===== src/rtl/core/pedwd_pkg.sv =====
`timescale 1ns / 1ps
// ----------------------------------------------------------------------------
// pedwd_pkg
// Shared types and codes of the priority event dispatcher.
// ----------------------------------------------------------------------------
package pedwd_pkg;

  localparam int EV_W   = 16;
  localparam int DATA_W = 32;
  localparam int ITEM_W = EV_W + DATA_W;

  typedef struct packed {
    logic [EV_W-1:0]   ev;
    logic [DATA_W-1:0] data;
  } item_t;

  localparam logic [1:0] CMD_POST     = 2'd0;
  localparam logic [1:0] CMD_TICK     = 2'd1;
  localparam logic [1:0] CMD_DISPATCH = 2'd2;

  localparam logic [2:0] ST_OK          = 3'd0;
  localparam logic [2:0] ST_NOT_ENABLED = 3'd1;
  localparam logic [2:0] ST_FIFO_FULL   = 3'd2;
  localparam logic [2:0] ST_DELAY_FULL  = 3'd3;
  localparam logic [2:0] ST_EMPTY       = 3'd4;

endpackage


===== src/rtl/core/pedwd_ram.sv =====
`timescale 1ns / 1ps
// ----------------------------------------------------------------------------
// pedwd_ram
// Item memory: one write port, one read port, registered read data.
// ----------------------------------------------------------------------------
module pedwd_ram
  import pedwd_pkg::*;
#(
  parameter int DEPTH = 8,
  parameter int AW    = 3
) (
  input  logic          clk,
  input  logic          we,
  input  logic [AW-1:0] waddr,
  input  item_t         wdata,
  input  logic [AW-1:0] raddr,
  output item_t         rdata
);

  item_t mem [DEPTH];

  always_ff @(posedge clk) begin
    if (we) begin
      mem[waddr] <= wdata;
    end
    rdata <= mem[raddr];
  end

endmodule


===== config.mk =====
export PLATFORM = sky130hd
export DESIGN_NAME = pedwd_ram
export DESIGN_NICKNAME = d
export VERILOG_FILES = /design/src/rtl/core/pedwd_pkg.sv /design/src/rtl/core/pedwd_ram.sv
export SDC_FILE = /design/constraint.sdc
export NUM_CORES = 1
export LEC_CHECK = 0
export ABC_AREA = 1
export ABC_CLOCK_PERIOD_IN_PS = 3700
export BUFFER_PORTS_ARGS = -buffer_cell sky130_fd_sc_hd__buf_2
export CAP_MARGIN = 0
export CORE_ASPECT_RATIO = 1.5
export CORE_MARGIN = 4
export CORE_UTILIZATION = 37
export DETAILED_ROUTE_END_ITERATION = 10
export MAX_ROUTING_LAYER = met4
export SYNTH_ARGS = -nofsm -noshare
export SYNTH_HDL_FRONTEND = slang
export SYNTH_SLANG_ARGS = --single-unit

===== constraint.sdc =====
create_clock -name clk -period 3.7 [get_ports clk]
set_input_delay 0.555 -clock clk [delete_from_list [all_inputs] [get_ports clk]]
set_output_delay 0.555 -clock clk [all_outputs]
set_load 0.005 [all_outputs]

# Word level (Yosys, flattened, before mapping)
# Memory sizes are Yosys's and may differ from the RTL's. A register that Yosys moved wholly into a read port is not among the register bits.
# Index checks and enable logic that the tools add are counted.
dict set report word_totals {
  register_bits 0
  mem_bits_rw 384
  in_bits 56
  output_inout_bits 48
  n_memories 1
}
dict set report op_classes {
  mux 2
}
# name words width rd rd_ports_with_merged_regs wr line
set memory_table {}
lappend memory_table {mem 8 48 1 1 1 pedwd_ram.sv:20} ;# item_t mem [DEPTH];
# op n
set op_table {}
lappend op_table {{$mux 1} 2}

# Depth between registers and ports, before layout
dict set report logic_depth {
  depth_word 2
  depth_mapped 8
  mapped_depth_nobuf 6
}

# Worst setup path after synthesis
# Ideal clock, no wire load.
dict set report synth_path {
  kind {input to register}
  from {input waddr[0]}
  to {memory mem[0][0] in the netlist's numbering, enable pin}
  setup_time_ns 0.454
  arrival_time_ns 2.712
  t_required_ns 3.246
  path_slack_ns 0.534
  path_stages 3
  n_path_buf 0
  cell_sequence {inv_1 > nand2_1 > nor2_1}
}
# item line
set synth_rtl {}
lappend synth_rtl {{start: declaration} pedwd_ram.sv:14} ;# input logic [AW-1:0] waddr,
lappend synth_rtl {{end: declaration} pedwd_ram.sv:20}
# Straight into the memory's write port.

==> run_results.csv <==
group,metric,value,unit
critical_path,critical_path_buf_inv_count,2,
critical_path,worstPathCellList,"buf_6 -> buf_4 -> nand2_1 -> nand3_1 -> nand2_1 -> nand2_1 -> nand2_1",
floorplan,io_pins,104,
timing,fin_crit_sh,0.490,
clocking,cts_root_buf,"clkbuf_16",
drt,drt-pass1-iter-count,6,
floorplan,core,47000,um2
floorplan,die-area,51400,um2
pwr,p_total,10.4,mW
clocking,path_clk_slew,0.06,ns
pwr,swShare,0.218,
timing,timing.setup.tns,0,ns
final_layout,n_fill_cell,4301,
logic_synthesis,ys_seq_elements,432,
pwr,pwr-share-clk,0.404,
drt,first_iter_violations,587,
critical_path,timing.critical_path.mode_cell,"nand2_1",
floorplan,initial_core_util,0.376,
timing,slew_violations,0,
timing,fin_worst_skew,0.0116,ns
floorplan,num_rows,97,
clocking,cts_buffer_depth,3,
timing,setup_viol,0,
final_layout,design_area,20200,um2
pwr,p_int,8.16,mW
critical_path,worstPathRequired,4.12,ns
placed_design,io_buffers,103,
outcome,status,"finished clean",
final_layout,multi_input_area,3420,um2
global_routing,grt-ovfl-total,0,
pwr,seqPwrFrac,0.533,
logic_synthesis,synth_top_area_frac,0.653,
logic_synthesis,synth_warnings,0,
critical_path,cp_top_family,"buffers and inverters",
timing,worst_slew_pin_slew,0.968,ns
drt,routed_wl,39000,um
run,drv_cap,0,
clocking,clock_latency,0.54,ns
drt,vias,11400,
logic_synthesis,synth_fp_nets,1781,
logic_synthesis,yosysTopAreaCell,"edfxtp_1",
final_layout,seqCellArea,12500,um2
drt,wl_per_cell,15.9,um
logic_synthesis,synthTopCellsByArea,"edfxtp_1, nand2_1, inv_1",
final_layout,final_common_cell,"nand2_1",
final_layout,layout_common_cells,"nand2_1, inv_1, edfxtp_1",
critical_path,cp-end-kind,"flip-flop",
pwr,peakVddDrop,0.000350,V
critical_path,crit_path_start_kind,"input port",
drt,ant_nets,0,
final_layout,areaGrowthSynthToFinish,14.4,%
critical_path,critPathMaxStageDelay,0.68,ns
critical_path,crit_arrival,2.24,ns
placed_design,hpwlAfterDp,21100,um
timing,hold_viol,0,
clocking,cts_tree,"built",
floorplan,die_x,186,um
timing,finalCriticalPeriod,1.81,ns
placed_design,gp_congestion,0.743,
global_routing,grt_pass1_wl,61100,um
timing,rsz0062_at_grt,"no",
pwr,p_comb_frac,0.063,
floorplan,die_h,276,um
global_routing,grt_max_degree,67,
clocking,post_cts_resized,0,
pwr,switchingPower,2.27,mW
logic_synthesis,ys_seq_area_frac,0.707,
drt,drc,0,
global_routing,antenna_found_initial,9,
logic_synthesis,syn_area,17700,um2
final_layout,layout-drive-gt1-share,0.109,
pwr,leakagePower,9.25,nW
logic_synthesis,syn_inst,1725,
clocking,holdBufCountCts,0,
clocking,h-tree-depth,2,
placed_design,dp.cells,2373,
logic_synthesis,synth_cell_types,11,
clocking,cts_made_buffers,40,
timing,max_freq,0.551,GHz
critical_path,critPathSlowestCell,"buf_4",
global_routing,grt_usage,0.155,
critical_path,worstPathMaxFanout,66,
drt,detail_route.vias_per_cell,4.63,
critical_path,path_class,"in2reg",
clocking,post_cts_buffers,0,
pwr,powerDensity,516,nW/um2
global_routing,grt_pass1_vias,11300,
clocking,cts.sinks,432,
timing,max-slew-margin-rel,0.355,
placed_design,place_area,18800,um2
final_layout,final_cells,2456,
final_layout,nets,1877,
logic_synthesis,syn_avg_cell_area,10.2,um2
min_path,min-delay-path-class,"in2reg",
[kinds of logic after synthesis]
group	share of synthesized area
simple gates	0.190
flops	0.707
buf+inv	0.103
[per-stage QoR]
stage	util	worst slack, ns	hold WS [ns]
6_report	0.430	1.89	0.279
5_1_grt	0.430	1.70	0.263
4_1_cts	0.430	1.92	0.249
3_5_place_dp	0.401	1.34	0.612
3_3_place_gp	0.401	1.35	0.607
2_1_floorplan	-	0.534	0.587
[synthesized netlist by cell type]
cell type  number
inv_2           2
buf_4           6
dfxtp_1        48
nand2_1       630
clkbuf_1       11
nor2_1          8
nand3_1       192
inv_1         388
buf_1           6
buf_2          50
edfxtp_1      384
[sequential cells by signal, indices dropped and copies added (netlist names)]
register	count
mem	384
rdata	48
[per-layer routing]
layer	part of all wire	global-route usage	vias up
met5	0	-	-
met4	0.036	0.0629	0
met3	0.047	0.0254	87
met2	0.50	0.267	268
met1	0.42	0.182	5483
li1	-	-	5539
[power by group through the flow]
| stage | Combinational, mW | Sequential (mW) | Clock (mW) |
|---|---|---|---|
| finish | 0.655 | 5.56 | 4.22 |
| CTS | 0.668 | 5.56 | 4.31 |
| global route | 0.748 | 5.57 | 4.51 |
| detailed placement | 0.665 | 5.67 | 0 |
| floorplan | 0.378 | 5.66 | 0 |
| global placement | 0.649 | 5.66 | 0 |
[path summary, 6_finish.rpt]
path	startpoint	endpoint	cells after the start	slack (ns)
max reg2reg	mem[7][2]$_DFFE_PP_	rdata[2]$_DFF_P_	6	2.75
min reg2reg	mem[1][7]$_DFFE_PP_	rdata[7]$_DFF_P_	6	0.63
min	wdata[11]	mem[0][11]$_DFFE_PP_	1	0.28
max	raddr[0]	rdata[41]$_DFF_P_	7	1.89
[cell type report]
type	instances	area share
sequential	432	0.618
multi-input combinational	830	0.169
inverter	390	0.0728
clock buffer	48	0.0535
tap	594	0.0368
timing repair buffer	127	0.0355
clock inverter	26	0.0134
antenna	9	0.00111
(Power assumes the default switching activity.)
